File: src/rtl/core/assert_macros.svh
// Assertion helpers shared by the transmitter modules.
// Both macros sample on clk_i and stay quiet while rst_ni is low.
`ifndef ASSERT_MACROS_SVH
`define ASSERT_MACROS_SVH

// The property must hold at every rising clock edge outside reset.
`define PTX_ASSERT(label, prop, msg) \
  label: assert property (@(posedge clk_i) disable iff (!rst_ni) (prop)) \
    else $error(msg);

// The expression must never be true outside reset.
`define PTX_ASSERT_NEVER(label, expr, msg) \
  `PTX_ASSERT(label, !(expr), msg)

`endif

File: src/rtl/core/ptx_pkg.sv
// ----------------------------------------------------------------------------
// Powerline command transmitter package
// Item types, section codes, register indexes and bit selection helpers.
// ----------------------------------------------------------------------------
`default_nettype none

package ptx_pkg;

  // Input item and result item.
  typedef struct packed {
    logic       op;
    logic       zero_cross;
    logic [3:0] house_code;
    logic [4:0] number_code;
  } in_item_t;

  typedef struct packed {
    logic tx_level;
    logic busy_res;
    logic done_res;
  } out_item_t;

  localparam logic OP_TICK    = 1'b0;
  localparam logic OP_REQUEST = 1'b1;

  // Configuration port.
  localparam int unsigned CFG_INDEX_W = 2;
  localparam int unsigned CFG_DATA_W  = 16;

  localparam logic [CFG_INDEX_W-1:0] CFG_PULSE_TICKS = 2'd0;
  localparam logic [CFG_INDEX_W-1:0] CFG_START_CODE  = 2'd1;
  localparam logic [CFG_INDEX_W-1:0] CFG_BRIGHT_CODE = 2'd2;
  localparam logic [CFG_INDEX_W-1:0] CFG_DIM_CODE    = 2'd3;

  typedef struct packed {
    logic [15:0] pulse_ticks;
    logic [3:0]  start_code;
    logic [4:0]  bright_code;
    logic [4:0]  dim_code;
  } cfg_t;

  localparam cfg_t CFG_RESET = '{
    pulse_ticks: 16'd1000,
    start_code:  4'd14,
    bright_code: 5'd11,
    dim_code:    5'd9
  };

  // Queue between the front and the back.
  localparam int unsigned QUEUE_DEPTH = 2;

  typedef struct packed {
    logic       is_request;
    logic       zero_cross;
    logic [3:0] house_code;
    logic [4:0] number_code;
  } entry_t;

  typedef struct packed {
    logic   valid;
    entry_t entry;
  } q_head_t;

  // Sequencer constants.
  localparam logic [1:0] BURSTS_PER_BIT = 2'd3;
  localparam logic [2:0] TAIL_CROSSINGS = 3'd6;

  typedef enum logic [4:0] {
    SEC_IDLE   = 5'b00001,
    SEC_START  = 5'b00010,
    SEC_HOUSE  = 5'b00100,
    SEC_NUMBER = 5'b01000,
    SEC_TAIL   = 5'b10000
  } section_e;

  function automatic logic [2:0] sec_len(section_e sec);
    logic [2:0] len;
    unique case (sec)
      SEC_START:  len = 3'd3;
      SEC_HOUSE:  len = 3'd4;
      SEC_NUMBER: len = 3'd5;
      default:    len = 3'd0;
    endcase
    return len;
  endfunction

  function automatic section_e sec_next(section_e sec);
    section_e nxt;
    unique case (sec)
      SEC_START:  nxt = SEC_HOUSE;
      SEC_HOUSE:  nxt = SEC_NUMBER;
      SEC_NUMBER: nxt = SEC_TAIL;
      default:    nxt = SEC_IDLE;
    endcase
    return nxt;
  endfunction

  // Level of the bit now being sent; bits go out MSB first.
  function automatic logic cur_bit(section_e sec, logic [2:0] bit_idx, logic comp,
                                   logic [3:0] start_code, logic [3:0] house,
                                   logic [4:0] number);
    logic [2:0] pos;
    logic       b;
    pos = 3'd0;
    b   = 1'b0;
    if (bit_idx < sec_len(sec)) begin
      unique case (sec)
        SEC_START: begin
          pos = 3'd2 - bit_idx;
          b   = start_code[pos[1:0]];
        end
        SEC_HOUSE: begin
          pos = 3'd3 - bit_idx;
          b   = house[pos[1:0]];
        end
        SEC_NUMBER: begin
          pos = 3'd4 - bit_idx;
          b   = number[pos];
        end
        default: b = 1'b0;
      endcase
    end
    return b ^ comp;
  endfunction

endpackage

`default_nettype wire

File: src/rtl/core/ptx_front.sv
// ----------------------------------------------------------------------------
// Transmitter front
// Takes input items, tags command requests and queues them for the sequencer.
// ----------------------------------------------------------------------------
`default_nettype none
`include "assert_macros.svh"

module ptx_front #(
  parameter int unsigned QueueDepth = ptx_pkg::QUEUE_DEPTH
) (
  input  wire logic              clk_i,
  input  wire logic              rst_ni,
  input  wire logic              in_valid_i,
  output logic                   in_stall_o,
  input  wire ptx_pkg::in_item_t in_data_i,
  output ptx_pkg::q_head_t       head_o,
  input  wire logic              pop_i
);

  localparam int unsigned PtrW = (QueueDepth > 1) ? $clog2(QueueDepth) : 1;
  localparam int unsigned CntW = $clog2(QueueDepth + 1);
  localparam logic [PtrW-1:0] LastPtr = PtrW'(QueueDepth - 1);
  localparam logic [CntW-1:0] FullCnt = CntW'(QueueDepth);

  ptx_pkg::entry_t entries_q [QueueDepth];
  logic [PtrW-1:0] wr_ptr_q, wr_ptr_d;
  logic [PtrW-1:0] rd_ptr_q, rd_ptr_d;
  logic [CntW-1:0] cnt_q, cnt_d;
  logic            push;
  logic            pop;
  ptx_pkg::entry_t new_entry;

  assign in_stall_o = (cnt_q == FullCnt);
  assign push       = in_valid_i && !in_stall_o;
  assign pop        = pop_i && (cnt_q != '0);

  always_comb begin
    new_entry.is_request  = (in_data_i.op == ptx_pkg::OP_REQUEST);
    new_entry.zero_cross  = in_data_i.zero_cross;
    new_entry.house_code  = in_data_i.house_code;
    new_entry.number_code = in_data_i.number_code;
  end

  always_comb begin
    wr_ptr_d = wr_ptr_q;
    rd_ptr_d = rd_ptr_q;
    cnt_d    = cnt_q;
    if (push) begin
      wr_ptr_d = (wr_ptr_q == LastPtr) ? '0 : wr_ptr_q + 1'b1;
    end
    if (pop) begin
      rd_ptr_d = (rd_ptr_q == LastPtr) ? '0 : rd_ptr_q + 1'b1;
    end
    if (push && !pop) begin
      cnt_d = cnt_q + 1'b1;
    end else if (pop && !push) begin
      cnt_d = cnt_q - 1'b1;
    end
  end

  always_ff @(posedge clk_i or negedge rst_ni) begin
    if (!rst_ni) begin
      wr_ptr_q <= '0;
      rd_ptr_q <= '0;
      cnt_q    <= '0;
    end else begin
      wr_ptr_q <= wr_ptr_d;
      rd_ptr_q <= rd_ptr_d;
      cnt_q    <= cnt_d;
    end
  end

  always_ff @(posedge clk_i) begin
    if (push) begin
      entries_q[wr_ptr_q] <= new_entry;
    end
  end

  assign head_o.valid = (cnt_q != '0);
  assign head_o.entry = entries_q[rd_ptr_q];

  `PTX_ASSERT(a_cnt_in_range, cnt_q <= FullCnt, "queue count beyond depth")
  `PTX_ASSERT(a_cnt_grows, (push && !pop) |=> (cnt_q == $past(cnt_q) + 1'b1),
              "queue count did not grow on a lone push")

endmodule

`default_nettype wire

File: src/rtl/core/ptx_back.sv
// ----------------------------------------------------------------------------
// Transmitter back
// Command sequencer: crossing waits, burst timing and the result register.
// ----------------------------------------------------------------------------
`default_nettype none
`include "assert_macros.svh"

module ptx_back (
  input  wire logic              clk_i,
  input  wire logic              rst_ni,
  input  wire ptx_pkg::cfg_t     cfg_i,
  input  wire ptx_pkg::q_head_t  head_i,
  output logic                   pop_o,
  output logic                   out_valid_o,
  input  wire logic              out_stall_i,
  output ptx_pkg::out_item_t     out_data_o
);

  ptx_pkg::section_e sec_q, sec_d;
  logic [2:0]  bit_idx_q, bit_idx_d;
  logic        comp_q, comp_d;
  logic [1:0]  burst_cnt_q, burst_cnt_d;
  logic        high_q, high_d;
  logic [15:0] tick_q, tick_d;
  logic        waiting_q, waiting_d;
  logic        ref_q, ref_d;
  logic [2:0]  cross_left_q, cross_left_d;
  logic [3:0]  house_q, house_d;
  logic [4:0]  number_q, number_d;
  logic        line_q, line_d;

  logic        out_valid_q, out_valid_d;
  ptx_pkg::out_item_t out_data_q, out_data_d;

  logic        pop;
  logic        zc;
  logic        bit_now;
  logic [15:0] pulse_len;
  logic        do_adv;
  logic        a_high;
  logic [1:0]  a_burst;
  logic [15:0] a_tick;
  logic [15:0] tick_inc;
  logic [2:0]  bit_inc;
  logic        tx, busy, done;

  assign pop   = head_i.valid && (!out_valid_q || !out_stall_i);
  assign pop_o = pop;
  assign zc    = head_i.entry.zero_cross;

  assign bit_now   = ptx_pkg::cur_bit(sec_q, bit_idx_q, comp_q, cfg_i.start_code,
                                      house_q, number_q);
  assign pulse_len = (cfg_i.pulse_ticks == '0) ? 16'd1 : cfg_i.pulse_ticks;

  always_comb begin
    sec_d        = sec_q;
    bit_idx_d    = bit_idx_q;
    comp_d       = comp_q;
    burst_cnt_d  = burst_cnt_q;
    high_d       = high_q;
    tick_d       = tick_q;
    waiting_d    = waiting_q;
    ref_d        = ref_q;
    cross_left_d = cross_left_q;
    house_d      = house_q;
    number_d     = number_q;
    line_d       = line_q;
    tx           = 1'b0;
    busy         = 1'b0;
    done         = 1'b0;
    do_adv       = 1'b0;
    a_high       = high_q;
    a_burst      = burst_cnt_q;
    a_tick       = tick_q;
    tick_inc     = '0;
    bit_inc      = '0;

    if (pop) begin
      if (sec_q == ptx_pkg::SEC_IDLE) begin
        bit_idx_d    = '0;
        comp_d       = 1'b0;
        burst_cnt_d  = '0;
        high_d       = 1'b0;
        tick_d       = '0;
        waiting_d    = 1'b0;
        cross_left_d = '0;
        line_d       = 1'b0;
        if (head_i.entry.is_request) begin
          house_d      = head_i.entry.house_code;
          number_d     = head_i.entry.number_code;
          sec_d        = ptx_pkg::SEC_START;
          waiting_d    = 1'b1;
          cross_left_d = 3'd1;
          ref_d        = zc;
          busy         = 1'b1;
        end
      end else begin
        busy = 1'b1;
        if (waiting_q) begin
          if (zc != ref_q) begin
            ref_d        = zc;
            cross_left_d = cross_left_q - 1'b1;
            if (cross_left_d == '0) begin
              waiting_d = 1'b0;
              if (sec_q == ptx_pkg::SEC_TAIL) begin
                sec_d       = ptx_pkg::SEC_IDLE;
                bit_idx_d   = '0;
                comp_d      = 1'b0;
                burst_cnt_d = '0;
                high_d      = 1'b0;
                tick_d      = '0;
                line_d      = 1'b0;
                done        = 1'b1;
              end else begin
                // The first high half starts on the crossing itself.
                line_d  = bit_now;
                tx      = bit_now;
                do_adv  = 1'b1;
                a_high  = 1'b1;
                a_burst = '0;
                a_tick  = '0;
              end
            end
          end
        end else begin
          tx     = line_q;
          do_adv = 1'b1;
        end
      end

      if (do_adv) begin
        tick_inc    = a_tick + 1'b1;
        high_d      = a_high;
        burst_cnt_d = a_burst;
        tick_d      = tick_inc;
        if (tick_inc >= pulse_len) begin
          tick_d = '0;
          if (a_high) begin
            high_d = 1'b0;
            line_d = 1'b0;
          end else begin
            burst_cnt_d = a_burst + 1'b1;
            if (burst_cnt_d >= ptx_pkg::BURSTS_PER_BIT) begin
              // Bit finished: move to its complement or to the next bit.
              line_d = 1'b0;
              if (sec_q != ptx_pkg::SEC_START && !comp_q) begin
                comp_d       = 1'b1;
                waiting_d    = 1'b1;
                cross_left_d = 3'd1;
                ref_d        = zc;
              end else begin
                comp_d  = 1'b0;
                bit_inc = bit_idx_q + 1'b1;
                if (bit_inc >= ptx_pkg::sec_len(sec_q)) begin
                  bit_idx_d = '0;
                  sec_d     = ptx_pkg::sec_next(sec_q);
                  if (sec_d == ptx_pkg::SEC_TAIL) begin
                    if (number_q != cfg_i.bright_code && number_q != cfg_i.dim_code) begin
                      waiting_d    = 1'b1;
                      cross_left_d = ptx_pkg::TAIL_CROSSINGS;
                      ref_d        = zc;
                    end else begin
                      sec_d        = ptx_pkg::SEC_IDLE;
                      burst_cnt_d  = '0;
                      high_d       = 1'b0;
                      waiting_d    = 1'b0;
                      cross_left_d = '0;
                      done         = 1'b1;
                    end
                  end else begin
                    waiting_d    = 1'b1;
                    cross_left_d = 3'd1;
                    ref_d        = zc;
                  end
                end else begin
                  bit_idx_d    = bit_inc;
                  waiting_d    = 1'b1;
                  cross_left_d = 3'd1;
                  ref_d        = zc;
                end
              end
            end else begin
              high_d = 1'b1;
              line_d = bit_now;
            end
          end
        end
      end
    end
  end

  always_comb begin
    out_valid_d = out_valid_q;
    out_data_d  = out_data_q;
    if (pop) begin
      out_valid_d         = 1'b1;
      out_data_d.tx_level = tx;
      out_data_d.busy_res = busy;
      out_data_d.done_res = done;
    end else if (!out_stall_i) begin
      out_valid_d = 1'b0;
    end
  end

  always_ff @(posedge clk_i or negedge rst_ni) begin
    if (!rst_ni) begin
      sec_q        <= ptx_pkg::SEC_IDLE;
      bit_idx_q    <= '0;
      comp_q       <= 1'b0;
      burst_cnt_q  <= '0;
      high_q       <= 1'b0;
      tick_q       <= '0;
      waiting_q    <= 1'b0;
      ref_q        <= 1'b0;
      cross_left_q <= '0;
      house_q      <= '0;
      number_q     <= '0;
      line_q       <= 1'b0;
      out_valid_q  <= 1'b0;
    end else begin
      sec_q        <= sec_d;
      bit_idx_q    <= bit_idx_d;
      comp_q       <= comp_d;
      burst_cnt_q  <= burst_cnt_d;
      high_q       <= high_d;
      tick_q       <= tick_d;
      waiting_q    <= waiting_d;
      ref_q        <= ref_d;
      cross_left_q <= cross_left_d;
      house_q      <= house_d;
      number_q     <= number_d;
      line_q       <= line_d;
      out_valid_q  <= out_valid_d;
    end
  end

  always_ff @(posedge clk_i) begin
    out_data_q <= out_data_d;
  end

  assign out_valid_o = out_valid_q;
  assign out_data_o  = out_data_q;

  `PTX_ASSERT_NEVER(a_done_without_busy,
                    out_valid_q && out_data_q.done_res && !out_data_q.busy_res,
                    "done result without busy")
  `PTX_ASSERT_NEVER(a_line_high_while_waiting, waiting_q && line_q,
                    "line driven high during a crossing wait")

endmodule

`default_nettype wire

File: src/rtl/core/powerline_command_transmitter_core.sv
// ----------------------------------------------------------------------------
// Powerline command transmitter core
// Top level: configuration registers, item front and command sequencer.
// ----------------------------------------------------------------------------
// Feed one input item per clock tick on the in channel (in_valid_i / in_stall_o);
// each carries the sampled zero-cross level and, while the block is idle, may
// carry a command request with its house and number codes. Every item gives
// exactly one result item on the out channel (out_valid_o / out_stall_i) with
// the line level for that tick, busy and done.
// Throughput is one item per cycle unless the receiver stalls; the sequencer
// updates its whole state for an item as it pops it. An accepted item passes
// through the queue and then the result register. When the receiver stalls,
// the result register holds, the queue fills, and in_stall_o rises once the
// queue holds QueueDepth items. Reset puts the sequencer in idle with the line
// low and loads the register defaults: pulse ticks 1000, start code 14, bright
// code 11, dim code 9. The user must write registers through cfg_we_i /
// cfg_index_i / cfg_data_i only while idle; the block does not enforce it.
// ----------------------------------------------------------------------------
`default_nettype none

module powerline_command_transmitter_core #(
  parameter int unsigned QueueDepth = ptx_pkg::QUEUE_DEPTH
) (
  input  wire logic                              clk_i,
  input  wire logic                              rst_ni,
  input  wire logic                              cfg_we_i,
  input  wire logic [ptx_pkg::CFG_INDEX_W-1:0]   cfg_index_i,
  input  wire logic [ptx_pkg::CFG_DATA_W-1:0]    cfg_data_i,
  input  wire logic                              in_valid_i,
  output logic                                   in_stall_o,
  input  wire ptx_pkg::in_item_t                 in_data_i,
  output logic                                   out_valid_o,
  input  wire logic                              out_stall_i,
  output ptx_pkg::out_item_t                     out_data_o
);

  ptx_pkg::cfg_t    cfg_q, cfg_d;
  ptx_pkg::q_head_t head;
  logic             pop;

  always_comb begin
    cfg_d = cfg_q;
    if (cfg_we_i) begin
      unique case (cfg_index_i)
        ptx_pkg::CFG_PULSE_TICKS: cfg_d.pulse_ticks = cfg_data_i;
        ptx_pkg::CFG_START_CODE:  cfg_d.start_code  = cfg_data_i[3:0];
        ptx_pkg::CFG_BRIGHT_CODE: cfg_d.bright_code = cfg_data_i[4:0];
        ptx_pkg::CFG_DIM_CODE:    cfg_d.dim_code    = cfg_data_i[4:0];
      endcase
    end
  end

  always_ff @(posedge clk_i or negedge rst_ni) begin
    if (!rst_ni) begin
      cfg_q <= ptx_pkg::CFG_RESET;
    end else begin
      cfg_q <= cfg_d;
    end
  end

  ptx_front #(
    .QueueDepth(QueueDepth)
  ) u_front (
    .clk_i      (clk_i),
    .rst_ni     (rst_ni),
    .in_valid_i (in_valid_i),
    .in_stall_o (in_stall_o),
    .in_data_i  (in_data_i),
    .head_o     (head),
    .pop_i      (pop)
  );

  ptx_back u_back (
    .clk_i       (clk_i),
    .rst_ni      (rst_ni),
    .cfg_i       (cfg_q),
    .head_i      (head),
    .pop_o       (pop),
    .out_valid_o (out_valid_o),
    .out_stall_i (out_stall_i),
    .out_data_o  (out_data_o)
  );

endmodule

`default_nettype wire
File: config.mk
export PLATFORM = sky130hd
export DESIGN_NAME = powerline_command_transmitter_core
export DESIGN_NICKNAME = d
export VERILOG_FILES = /design/src/rtl/core/ptx_pkg.sv /design/src/rtl/core/ptx_front.sv /design/src/rtl/core/ptx_back.sv /design/src/rtl/core/powerline_command_transmitter_core.sv
export VERILOG_INCLUDE_DIRS = /design/src /design/src/rtl/core
export SDC_FILE = /design/constraint.sdc
export NUM_CORES = 1
export LEC_CHECK = 0
export BUFFER_PORTS_ARGS = -buffer_cell sky130_fd_sc_hd__buf_4
export CORE_MARGIN = 2
export CORE_UTILIZATION = 57
export DETAILED_ROUTE_END_ITERATION = 16
export PLACE_DENSITY = 0.76
export SLEW_MARGIN = 5
export SYNTH_ARGS = -nofsm -noshare
export SYNTH_HDL_FRONTEND = slang
export SYNTH_HIERARCHICAL = 1
export SYNTH_SLANG_ARGS = --single-unit
File: constraint.sdc
create_clock -name clk_i -period 12.9 [get_ports clk_i]
set_input_delay 2.58 -clock clk_i [delete_from_list [all_inputs] [get_ports clk_i]]
set_output_delay 2.58 -clock clk_i [all_outputs]
set_load 0.02 [all_outputs]
======== Yosys cells after proc, flatten, opt, wreduce, memory -nomap -nowiden ========
Memory sizes are Yosys's and may differ from the RTL's.
Cells that the tools add are included.
cells by class
  add/subtract/negate cells ............... 11
  magnitude comparators ................... 7
  equal/unequal tests ..................... 15
  multiplexer cells ....................... 182
  bitwise logic cells ..................... 1
  reductions and logical operators ........ 29
operators with widths
  operator                                               count
  2-to-1 mux 16 bit                                      14
  2-to-1 mux 5 bit                                       21
  2-to-1 mux 1 bit                                       92
  2-to-1 mux 3 bit                                       28
  2-to-1 mux 2 bit                                       21
  adder 16 x 1 -> 16 bit, second input constant          1
  greater-or-equal comparator 16 bit                     1
  zero test 16 bit                                       1
  one-hot mux 5 bit (3 select lines)                     1
  nonzero test 3 bit                                     4
  == test 5 bit, second input constant                   2
  inequality test 5 bit                                  2
  one-hot mux 3 bit (3 select lines)                     1
  AND reduction 2 bit                                    4
  logical AND 1 bit                                      7
  == test 2 bit, second input constant                   3
  zero test 1 bit                                        6
  < comparator 2 x 3 -> 1 bit, second input constant     2
  == test 5 x 1 -> 1 bit, second input constant          1
  == test 5 x 2 -> 1 bit, second input constant          1
  == test 5 x 3 -> 1 bit, second input constant          1
  == test 5 x 4 -> 1 bit, second input constant          1
  inequality test 5 x 2 -> 1 bit, second input constant  1
  AND reduction 5 bit                                    1
  other kinds (23)                                       28
storage, ports and cells
  flip-flop bits (word level) ............. 81
  bits in writable memories ............... 22
  memories kept ........................... 1
memory list
  name               words  bits a word  read ports  clocked after Yosys merged registers in  wr ports  line             source
  u_front.entries_q  2      11           1           0                                        1         ptx_front.sv:25  ptx_pkg::entry_t entries_q [QueueDepth];

======== Logic depth before layout (Yosys ltp) ========
Gate-level depths: netlist of the first run.
  word-level depth ........................ 30
  depth in mapped cells ................... 22

======== Cells and area by module ========
The synthesis of the first run kept the hierarchy.
by module, submodules not included
  module                              times used  cells each  area an instance (µm²)  seq. area each (µm²)
  ptx_back                            1           410         3626.0                  1192.4
  powerline_command_transmitter_core  1           65          1159.9                  768.2
  ptx_front                           1           53          1039.7                  760.7

======== Worst setup path after synthesis of the first run ========
No wires, ideal clock.
  path type ............................... register -> register
  start ................................... reg u_front.rd_ptr_q
  end ..................................... reg u_back.tick_q[9]
  setup time .............................. 0.082 ns
  arrival ................................. 4.471 ns
  required time ........................... 12.818 ns
  slack ................................... 8.347 ns
  stages on the path, launching flop included .. 23
  path buffers ............................ 4
  clock period less this slack ............ 4.553 ns
  cell sequence ........................... dfrtp_1 -> buf_6 -> mux2_4 -> xnor2_1 -> a2111o_1 -> clkbuf_1 -> and2_1 -> ha_1 -> and3_1 -> and3_1 -> buf_6 -> nand3_2 -> xor2_1 -> ha_1 -> a21oi_1 -> nand2_1 -> a211oi_1 -> o41ai_2 -> a21o_2 -> nor3_4 -> buf_6 -> nand2_1 -> a31oi_1
RTL lines
  element                   line             source
  start: declaration        ptx_front.sv:27  logic [PtrW-1:0] rd_ptr_q, rd_ptr_d;
  start signal: assignment  ptx_front.sv:68  rd_ptr_q <= rd_ptr_d;
  end signal: assignment    ptx_back.sv:226  tick_q <= tick_d;
  end: declaration          ptx_back.sv:24   logic [15:0] tick_q, tick_d;

==> results of run 1 <==
## per-stage QoR
step / utilization (%) / hold WS [ns]
3_5_place_dp: 62.3 / 0.480
5_1_grt: 64.2 / 0.523
4_1_cts: 64.2 / 0.502
3_3_place_gp: 62.3 / 0.475
2_1_floorplan: - / 0.450
6_report: 64.2 / 0.498
## synthesized netlist by cell type (7+ instances only)
cell type and number:
dfrtp_1 63, nand2_1 54, mux2_2 42, nor2_1 33
inv_1 31, ha_1 29, edfxtp_1 25, xnor2_1 22
a21oi_1 17, a31oi_1 17, o21ai_0 16, dfstp_2 15
nand3_1 15, xor2_1 15, mux2_4 9, a22o_1 8
nor3_1 8, and2_1 7, and3_1 7, buf_2 7
nor4_1 7
## layout make-up
type	instances	share of cell area [%]
Tap cell	133	2.63
Clock inverter	5	0.928
Inverter	31	1.84
Multi-Input combinational cell	375	45.1
Timing Repair Buffer	38	4.50
Clock buffer	11	2.07
Sequential cell	103	43.0
## worst min-delay path by stage
stage                                         to  slack [ns]  depth (start not counted)
after floorplan            u_back/burst_cnt_q[0]        0.45                          1
after global placement          u_front/wr_ptr_q        0.48                          1
after detailed placement  u_back/cross_left_q[1]        0.48                          1
after CTS                       u_front/wr_ptr_q        0.50                          1
after global routing       u_back/burst_cnt_q[0]        0.52                          1
final                     u_back/cross_left_q[1]        0.50                          1
## cells in the final DEF, fill, tap and decap left out, types with 8 or more instances in the layout
master / Yosys / layout
nand3_1: 15 / 15
buf_4: 0 / 38
mux2_2: 42 / 42
a22o_1: 8 / 8
a31oi_1: 17 / 17
edfxtp_1: 25 / 25
nor3_1: 8 / 8
clkbuf_8: 0 / 9
ha_1: 29 / 29
o21ai_0: 16 / 16
nand2_1: 54 / 54
inv_1: 31 / 31
a21oi_1: 17 / 17
xor2_1: 15 / 15
xnor2_1: 22 / 22
mux2_4: 9 / 9
dfrtp_1: 63 / 63
nor2_1: 33 / 33
dfstp_2: 15 / 15
## cell families after synthesis
kind of cell               count (synthesis)  share of synthesized area, %
adders and majority gates                 29                          6.23
buffers and inverters                     50                          4.27
xor gates and xnor gates                  37                          5.56
muxes                                     55                          11.8
AOI/OAI and AO/OA                         91                          10.7
and+or+nand+nor                          163                          14.8
DFF                                      103                          46.7
## flip-flops by register name, summed over array words and instances, names as in the netlist
name	count
u_front/rd_ptr_q	1
u_back/out_valid_o	1
u_back/cross_left_q	3
cfg_q	30
u_back/waiting_q	1
u_back/high_q	1
u_back/number_q	5
u_back/bit_idx_q	3
u_back/burst_cnt_q	2
u_back/comp_q	1
u_back/sec_q	5
u_back/house_q	4
u_back/line_q	1
u_back/out_data_o	3
u_front/wr_ptr_q	1
u_back/tick_q	16
u_front/entries_q	22
u_front/cnt_q	2
u_back/ref_q	1
## where the power goes
part	switching [µW]	leakage [µW]	internal, µW
logic	195	0.00151	151
registers	49.5	0.00120	405
clock network	110	0.0000912	90.1
## metal layers
metal / routed length (µm) / up-vias
met1: 5210 / 1983
met2: 5480 / 99
met5: 0 / -
met4: 162 / 0
li1: - / 1964
met3: 434 / 16
## worst max-delay path, stage by stage (launching register included)
cell and delay [ns]:
dfrtp_1 0.75, mux2_4 0.37, xnor2_1 0.24, a2111o_1 0.41, and2_1 0.26, ha_1 0.20, and3_1 0.24, and3_1 0.36
nand3_2 0.15, xor2_1 0.18, ha_1 0.33, a21oi_1 0.17, nand2_1 0.08, a211oi_1 0.31, o41ai_2 0.17, a21o_2 0.32
nor3_4 0.56, o21ai_0 0.19, a31oi_1 0.19
==> impl_summary.txt, run 1 <==
----------------------------------------------------
[Place]
  Placed Cells ... 680
  Final HPWL from detailed placement ... 8210 µm
  Area post-placement ... 6140 µm²
  Final weighted congestion of routability-driven global placement ... 0.892
  Post-placement setup slack ... 7.42 ns
  Buffers added on ports ... 38

[Clocking]
  CTS H-tree depth ... 3
  Worst-Skew Late Latency ... 0.36 ns
  CTS tree ... yes
  Hold-fix buffer count after cts ... 0
  Clock slew seen by the registers of the worst setup and hold paths ... 0.09 ns
  TritonCTS Sinks ... 103
  Num CTS Buffers ... 9
  Clk buf depth ... 2
  Count of cells resized by post-cts repair ... 0
  Library cell used as clock root buffer ... clkbuf_8
  Number of buffers inserted by post-CTS setup repair ... 0

[Synthesis]
  Cell type contributing the most total cell area after synthesis ... dfrtp_1
  Number of distinct library cell variants in the gate-level netlist after synthesis ... 64
  Yosys reg bits ... 103
  Synthesized net count ... 591
  Post-synthesis sequential area ratio ... 46.7%
  Total number of yosys warnings ... 6
  Fraction of registers with async set or reset after synthesis ... 75.7%
  Top cells by area in the synthesized netlist ... dfrtp_1 27%, edfxtp_1 13%, mux2_2 8.1%
  Main synth FF type ... dfrtp_1
  Syn Std Cell Area ... 5830 µm²
  Post-synth EDFFs ... 25
  Synthesized instance count ... 528
  Area share of the leading cell type in the synthesized netlist ... 27.1%
  Mean instance size in the synthesized netlist ... 11.0 µm²

[Detailed routing]
  Starting DRC count in detailed routing ... 268
  Routed WL ... 11300 µm
  DRC viols ... 0
  Number of detailed-routing iterations run before antenna repair ... 5
  Antenna viol nets, final ... 0
  Wirelength per Cell ... 16.2 µm
  Average via count per standard cell ... 5.84
  Via count ... 4062

[Finish]
  Share of post-route cells with drive strength above 1 ... 24.5%
  Synthesis-to-layout area growth ... 8.74%
  Area of the multi-input gates ... 2860 µm²
  Final cell area excluding filler cells ... 6330 µm²
  Fin nets ... 621
  Area occupied by registers ... 2720 µm²
  Finished Layout Cells ... 696
  Filler cell count in the final layout ... 778
  Ant. Diodes ... 0

[Timing]
  Post-route fraction of the period consumed by the critical path ... 43.2%
  Final Max Tran Viols ... 0
  Final setup violating endpoints ... 0
  Final min period ... 5.58 ns
  Final Hold Viols ... 0
  Skew final ... 0.0108 ns
  Max Clk Rate ... 179 MHz
  Tightest Pin Transition ... 1.04 ns
  RSZ-0062 raised after global routing ... false
  Fin Setup TNS ... 0 ns
  Relative slew slack ... 30.7%
  Worst setup slack after layout ... 7.32 ns

[Flow run]
  Number of maximum-capacitance violations ... 0

[Global route]
  Wire length of the first global-routing pass ... 19800 µm
  Maximum number of pins on one net before global-route repair ... 79
  Met2 Usage GRT ... 35.1%
  Met3 track utilization from global routing ... 3.56%
  GRT busiest layer ... met2
  Global-route congestion overflow total ... 0
  Initial antenna violation count ... 0
  Number of global-route vias before repair ... 4084
  Global routing usage summed across all routing layers ... 22.1%
  Met1 global-route usage ... 31.2%

[Power]
  Pwr Density ... 158 nW/µm²
  Overall power consumption ... 1000 µW
  Static leakage ... 0.00280 µW
  Worst voltage drop across the vdd grid ... 0.0847 mV

[Worst hold path]
  Hold path start ... u_back/cross_left_q[1]
  Worst hold path class ... reg -> reg

[Worst setup path]
  Source of the critical timing path ... u_front/rd_ptr_q
  Setup Crit Path Kind ... reg -> reg
  FF-to-FF path depth ... 18
  Crit path capture ... u_back/tick_q[8]
  Reg-to-Reg Start ... u_front/rd_ptr_q
  Category of the worst setup path launch point ... flip-flop
  Worst-case register-to-register setup slack ... 7.32 ns
  Worst setup EP type ... flip-flop
  End of the worst register-to-register path ... u_back/tick_q[8]
  Maximum fanout encountered on the critical timing path ... 17
  Worst endpoint required time ... 13.19 ns
  Worst endpoint data arrival time ... 5.87 ns

[Floorplan]
  I/O pin cnt ... 39
  DIE HEIGHT ... 105 µm
  Initial cell density of the core ... 59.1%
  Row count ... 36
  Total Die Area ... 11000 µm²
  Core outline area ... 9860 µm²
  X dimension of the die ... 105 µm

[Run status]
  Status ... completed

----------------------------------------------------
Note: power is estimated with default switching activity, not from simulation.
==> run 2, diff against run 1 <==
- ABC_AREA: default -> 1
- clock period: 12.9 -> 5.7 ns (I/O delays scaled with it)
==> impl_summary.txt, run 2 <==
----------------------------------------------------
[Global route]
  Global routing usage summed across all routing layers ... 24.3% (+2.2 points)
  Met2 Usage GRT ... 39.5% (+4.4 points)
  GRT busiest layer ... met2
  Met3 track utilization from global routing ... 6.34% (+2.8 points)
  Met1 global-route usage ... 32.0% (+0.75 points)
  Initial antenna violation count ... 0 (unchanged)
  Maximum number of pins on one net before global-route repair ... 79 (unchanged)
  Number of global-route vias before repair ... 4964 (+22%)
  Global-route congestion overflow total ... 0 (unchanged)
  Wire length of the first global-routing pass ... 22600 µm (+14%)

[Timing]
  RSZ-0062 raised after global routing ... false
  Skew final ... 0.0137 ns (+0.00284 ns)
  Tightest Pin Transition ... 1.01 ns (-0.0285 ns)
  Final setup violating endpoints ... 0 (unchanged)
  Relative slew slack ... 32.7% (+2.0 points)
  Final min period ... 4.52 ns (-1.06 ns)
  Fin Setup TNS ... 0 ns (unchanged)
  Final Max Tran Viols ... 0 (unchanged)
  Final Hold Viols ... 0 (unchanged)
  Post-route fraction of the period consumed by the critical path ... 79.4% (+36 points)
  Max Clk Rate ... 221 MHz (+23%)

[Power]
  Static leakage ... 0.00355 µW (+27%)
  Worst voltage drop across the vdd grid ... 0.275 mV (+220%)
  Pwr Density ... 366 nW/µm² (+130%)

[Finish]
  Ant. Diodes ... 0 (unchanged)
  Number of flip-flops under the largest register name ... 30 (unchanged)
  Fin nets ... 893 (+44%)
  Register name with the most flops ... cfg_q
  Share of post-route cells with drive strength above 1 ... 14.7% (-9.8 points)
  Most frequent standard cell in the layout excluding fill and tap cells ... nand2_1
  Largest registers ranked by flip-flop count ... cfg_q (30), u_front/entries_q (22), u_back/tick_q (16)
  Synthesis-to-layout area growth ... 8.96%
  Commonest cells after routing, fill and taps aside ... 253 x nand2_1, 94 x inv_1, 74 x nand3_1
  Finished Layout Cells ... 975 (+40%)

[Synthesis]
  Number of distinct library cell variants in the gate-level netlist after synthesis ... 42 (-34%)
  Post-synth EDFFs ... 25 (unchanged)
  Area share of fa/ha/maj cells after synthesis ... 5.79% (-0.44 points)
  Dominant cell by count in the synthesized netlist ... nand2_1
  Fraction of registers with async set or reset after synthesis ... 75.7% (unchanged)
  Synthesized instance count ... 798 (+51%)
  Combinational family with the most area after synthesis ... simple AND/OR/NAND/NOR gates
  Area share of the leading cell type in the synthesized netlist ... 25.1% (-1.9 points)
  Cell type contributing the most total cell area after synthesis ... dfrtp_1
  Synthesized net count ... 861 (+46%)
  Xor/xnor share of the synthesized area ... 2.37% (-3.2 points)
  Top cells by area in the synthesized netlist ... dfrtp_1 25%, nand2_1 15%, edfxtp_1 12%
  Mux cell area share after synthesis ... 1.26% (-11 points)
  Mean instance size in the synthesized netlist ... 7.86 µm² (-29%)
  Syn Std Cell Area ... 6270 µm² (+7.6%)
  Compound-Gate Fraction of Synth Area ... 5.31% (-5.4 points)
  Yosys reg bits ... 103 (unchanged)
  Synth Area in Simple Gates ... 33.9% (+19 points)
  Most frequent cells after synthesis ... 253 x nand2_1, 94 x inv_1, 74 x nand3_1
  Main synth FF type ... dfrtp_1
  Total number of yosys warnings ... 6 (unchanged)
  Post-synthesis sequential area ratio ... 43.4% (-3.3 points)

[Clocking]
  Number of buffers inserted by post-CTS setup repair ... 0 (unchanged)
  Num CTS Buffers ... 9 (unchanged)
  Hold-fix buffer count after cts ... 0 (unchanged)
  Worst-Skew Late Latency ... 0.39 ns (+0.03 ns)
  TritonCTS Sinks ... 103 (unchanged)
  Count of cells resized by post-cts repair ... 0 (unchanged)
  Clock slew seen by the registers of the worst setup and hold paths ... 0.11 ns (+0.02 ns)
  CTS H-tree depth ... 3 (unchanged)
  Library cell used as clock root buffer ... clkbuf_8
  CTS tree ... yes
  Clk buf depth ... 2 (unchanged)

[Floorplan]
  Total Die Area ... 11900 µm² (+7.4%)
  Row count ... 38 (+5.6%)
  X dimension of the die ... 109 µm (+3.6%)
  Core outline area ... 10800 µm² (+9.4%)
  DIE HEIGHT ... 109 µm (+3.6%)
  Initial cell density of the core ... 58.1% (-0.95 points)
  I/O pin cnt ... 39 (unchanged)

[Worst setup path]
  End of the worst register-to-register path ... u_back/bit_idx_q[2]
  Worst endpoint required time ... 5.95 ns (-7.24 ns)
  Worst endpoint data arrival time ... 4.77 ns (-1.10 ns)
  Category of the worst setup path launch point ... flip-flop
  Source of the critical timing path ... u_front/rd_ptr_q
  Reg-to-Reg Start ... u_front/rd_ptr_q
  Worst-case register-to-register setup slack ... 1.18 ns (-6.14 ns)
  Crit path capture ... u_back/bit_idx_q[2]
  Maximum fanout encountered on the critical timing path ... 22 (+5)
  Setup Crit Path Kind ... reg -> reg
  Worst setup EP type ... flip-flop
  FF-to-FF path depth ... 27 (+9)

[Run status]
  Status ... completed

[Detailed routing]
  Wirelength per Cell ... 13.7 µm (-16%)
  Number of detailed-routing iterations run before antenna repair ... 6 (+1)
  Routed WL ... 13300 µm (+18%)
  Starting DRC count in detailed routing ... 336 (+25%)
  Average via count per standard cell ... 5.33 (-8.8%)
  Via count ... 5192 (+28%)
  Antenna viol nets, final ... 0 (unchanged)
  DRC viols ... 0 (unchanged)

[Place]
  Final HPWL from detailed placement ... 9880 µm (+20%)
  Final weighted congestion of routability-driven global placement ... 0.856 (-4.0%)
  Buffers added on ports ... 38 (unchanged)
  Placed Cells ... 959 (+41%)

[Worst hold path]
  Worst hold path class ... reg -> reg

[Flow run]
  Number of maximum-capacitance violations ... 0 (unchanged)

----------------------------------------------------
==> run 2: area by class of cell <==
class	instances	area, µm²
timing repair buffer	39	293
inverter	104	390
multi-input combinational	573	3050
sequential	103	2720
clock buffer	9	124
clock inverter	7	82.6
fill	916	3960
tap	140	175
==> run 2: worst min path at each step <==
| stage | cells past startpoint | start | slack, ns | end |
|---|---|---|---|---|
| 2_1_floorplan | 2 | cfg_q[12] | 0.44 | cfg_q[12] |
| 3_3_place_gp | 2 | u_front/cnt_q[1] | 0.45 | u_front/cnt_q[1] |
| 3_5_place_dp | 2 | cfg_q[12] | 0.45 | cfg_q[12] |
| 4_1_cts | 2 | cfg_q[12] | 0.47 | cfg_q[12] |
| 5_1_grt | 2 | cfg_q[13] | 0.49 | cfg_q[13] |
| 6_report | 2 | cfg_q[12] | 0.47 | cfg_q[12] |
==> run 2: report_power, final <==
group	switching [µW]	total, µW	internal, µW
sequential	127	1060	935
clock	266	473	208
combinational	640	966	327
total	1030	2500	1470
==> run 2: per-stage QoR <==
stage	power [µW]	utilization [%]	instance area [µm²]	hold slack (ns)	worst slack, ns
floorplan	1780	-	6270	0.441	2.09
detailed placement	2040	61.4	6630	0.454	1.27
finish	2500	63.3	6830	0.465	1.18
global placement	1990	61.4	6630	0.453	1.47
CTS	2520	63.3	6830	0.469	1.26
global route	2700	63.3	6830	0.489	0.643
==> run 2: cell families (layout without fill, tap and decap cells) <==
family,count (synthesis),in the layout
AOI/OAI and AO/OA,62,62
xor gates and xnor gates,17,17
adders and majority gates,29,29
buffers and inverters,122,159
DFF,103,103
muxes,7,7
and+or+nand+nor,458,458
==> run 2: worst max-delay path: stages (launching register included) <==
cell and delay [ns]:
dfrtp_1 0.53, inv_2 0.23, nand2_1 0.07, nand2_1 0.13
inv_1 0.07, nand2_1 0.08, nand3_1 0.11, nor2_4 0.19
nand3_4 0.30, inv_2 0.26, nor2_1 0.08, ha_1 0.22
inv_1 0.15, nor2_4 0.08, xor2_1 0.23, inv_1 0.09
ha_1 0.28, nand2_1 0.04, nor2_1 0.19, nand2_1 0.08
nand2_1 0.06, nand2_1 0.05, nand3_1 0.18, nand3_2 0.20
nor2_1 0.21, nand2_1 0.07, nand3_1 0.07, o21ai_0 0.11
==> run 2: per-layer routing <==
layer  part of all wire [%]  vias to the layer above  routed length, µm
met1                     45                     2371               5930
met3                    5.5                       24                736
met2                     48                      161               6470
li1                       -                     2636                  -
met5                      0                        -                  0
met4                    1.5                        0                196
==> run 3, diff against run 2 <==
- clock period: 5.7 -> 4.7 ns (I/O delays scaled with it)
==> impl_summary.txt, run 3 (synthesis gave the netlist of run 2 again) <==
----------------------------------------------------
[Worst setup path]
  Worst setup EP type ... flip-flop
  Crit-path slowest cell ... dfrtp_2
  Setup Crit Path Kind ... reg -> reg
  Largest delay share family, worst path ... simple AND/OR/NAND/NOR gates
  Worst endpoint data arrival time ... 4.44 ns (-0.33 ns)
  Critical path's largest stage delay ... 0.51 ns (-0.02 ns)
  Maximum fanout encountered on the critical timing path ... 13 (-41%)
  Worst endpoint required time ... 4.99 ns (-0.96 ns)
  Category of the worst setup path launch point ... flip-flop
  CP Buf/Inv Count ... 5 (unchanged)

[Global route]
  Met3 track utilization from global routing ... 5.26% (-1.1 points)
  Met2 Usage GRT ... 39.9% (+0.44 points)
  Met1 global-route usage ... 33.7% (+1.7 points)
  Maximum number of pins on one net before global-route repair ... 79 (unchanged)
  Wire length of the first global-routing pass ... 23200 µm (+2.8%)
  Global-route congestion overflow total ... 0 (unchanged)
  Number of global-route vias before repair ... 5086 (+2.5%)
  Global routing usage summed across all routing layers ... 25.0% (+0.62 points)
  Initial antenna violation count ... 0 (unchanged)
  GRT busiest layer ... met2

[Detailed routing]
  DRC viols ... 0 (unchanged)
  Wirelength per Cell ... 13.8 µm (+0.65%)
  Via count ... 5240 (+0.92%)
  Routed WL ... 13400 µm (+0.86%)
  Average via count per standard cell ... 5.36 (+0.72%)
  Number of detailed-routing iterations run before antenna repair ... 5 (-1)
  Starting DRC count in detailed routing ... 246 (-27%)
  Antenna viol nets, final ... 0 (unchanged)

[Timing]
  Final Max Tran Viols ... 0 (unchanged)
  Final setup violating endpoints ... 0 (unchanged)
  RSZ-0062 raised after global routing ... false
  Worst setup slack after layout ... 0.554 ns (-0.623 ns)
  Fin Setup TNS ... 0 ns (unchanged)
  Post-route fraction of the period consumed by the critical path ... 88.2% (+8.9 points)
  Final Hold Viols ... 0 (unchanged)
  Max Clk Rate ... 241 MHz (+9.1%)
  Relative slew slack ... 32.4% (-0.35 points)
  Skew final ... 0.0117 ns (-0.00198 ns)
  Final min period ... 4.15 ns (-0.377 ns)
  Tightest Pin Transition ... 1.01 ns (+0.00532 ns)

[Power]
  Combinational cell fraction of total power ... 39.6% (+1.0 points)
  Pwr Density ... 439 nW/µm² (+20%)
  Static leakage ... 0.00354 µW (-0.13%)
  Internal power consumption ... 1740 µW (+18%)
  Clock power frac ... 17.4% (-1.5 points)
  Sequential fraction of design power ... 43.0% (+0.5 points)
  Switching power summed over all nets ... 1260 µW (+22%)
  Switching power as a share of total power ... 42.0% (+0.76 points)
  Worst voltage drop across the vdd grid ... 0.327 mV (+19%)

[Floorplan]
  X dimension of the die ... 109 µm (unchanged)
  I/O pin cnt ... 39 (unchanged)
  DIE HEIGHT ... 109 µm (unchanged)
  Initial cell density of the core ... 58.1% (unchanged)
  Row count ... 38 (unchanged)
  Core outline area ... 10800 µm² (unchanged)
  Total Die Area ... 11900 µm² (unchanged)

[Place]
  Buffers added on ports ... 38 (unchanged)
  Final weighted congestion of routability-driven global placement ... 0.908 (+6.0%)
  Final HPWL from detailed placement ... 10100 µm (+1.9%)
  Area post-placement ... 6640 µm² (+0.23%)
  Post-placement setup slack ... 0.531 ns (-0.734 ns)

[Run status]
  Status ... completed

[Clocking]
  CTS tree ... yes
  Library cell used as clock root buffer ... clkbuf_8
  CTS H-tree depth ... 3 (unchanged)
  Clock slew seen by the registers of the worst setup and hold paths ... 0.10 ns (about the same)
  Num CTS Buffers ... 9 (unchanged)
  Number of buffers inserted by post-CTS setup repair ... 0 (unchanged)
  Count of cells resized by post-cts repair ... 0 (unchanged)
  Hold-fix buffer count after cts ... 0 (unchanged)
  Worst-Skew Late Latency ... 0.39 ns (about the same)
  TritonCTS Sinks ... 103 (unchanged)
  Clk buf depth ... 2 (unchanged)

[Finish]
  Share of post-route cells with drive strength above 1 ... 14.9% (+0.20 points)
  Commonest cells after routing, fill and taps aside ... 253 x nand2_1, 94 x inv_1, 74 x nand3_1
  Ant. Diodes ... 0 (unchanged)
  Register name with the most flops ... cfg_q
  Fin nets ... 895 (+0.22%)
  Largest registers ranked by flip-flop count ... cfg_q (30), u_front/entries_q (22), u_back/tick_q (16)
  Number of flip-flops under the largest register name ... 30 (unchanged)
  Most frequent standard cell in the layout excluding fill and tap cells ... nand2_1
  Synthesis-to-layout area growth ... 8.76%
  Final cell area excluding filler cells ... 6820 µm² (-0.18%)

[Flow run]
  Number of maximum-capacitance violations ... 0 (unchanged)

[Worst hold path]
  Worst hold path class ... reg -> reg

----------------------------------------------------
-- run 3: power by group through the flow --
stage	clock network, µW	logic (µW)	registers, µW
final	522	1190	1290
after global placement	0	1130	1300
after CTS	543	1180	1290
after floorplan	0	889	1260
after global routing	576	1360	1310
after detailed placement	0	1180	1300
-- run 3: final timing paths --
kind,start,end,slack (ns),depth (start not counted)
max,u_front/rd_ptr_q,u_back/bit_idx_q[1],0.55,28
min,cfg_q[12],cfg_q[12],0.47,2
max reg2reg,u_front/rd_ptr_q,u_back/bit_idx_q[1],0.55,28
min reg2reg,cfg_q[12],cfg_q[12],0.47,2
max in group asynchronous,rst_ni,u_front/rd_ptr_q,3.29,1
min in group asynchronous,rst_ni,u_back/tick_q[15],0.69,1
-- run 3: stage by stage --
step	std cells	utilization [%]	hold slack, ns	power (µW)
finish	977	63.2	0.471	3000
global route	977	63.2	0.490	3250
CTS	977	63.2	0.472	3010
detailed placement	961	61.5	0.457	2480
global placement	961	61.5	0.454	2430
floorplan	798	-	0.441	2150
-- run 3: cell type report --
cell class / instances / area [µm²]
clock buffers: 9 / 124
well taps: 140 / 175
flip-flops and latches: 103 / 2720
fillers: 923 / 3970
clock inverters: 7 / 53.8
multi-input cells: 573 / 3050
repair buffers: 41 / 308
inverters: 104 / 390
-- run 3: routing by layer --
layer	routed length, µm	vias to the layer above
li1	-	2650
met4	250	0
met1	6090	2446
met3	723	19
met5	0	-
met2	6380	125
-- run 3: worst min-delay path, stage by stage (launching register included) --
cell     delay [ns]
dfstp_2        0.38
nand2_1        0.05
nand2_1        0.04
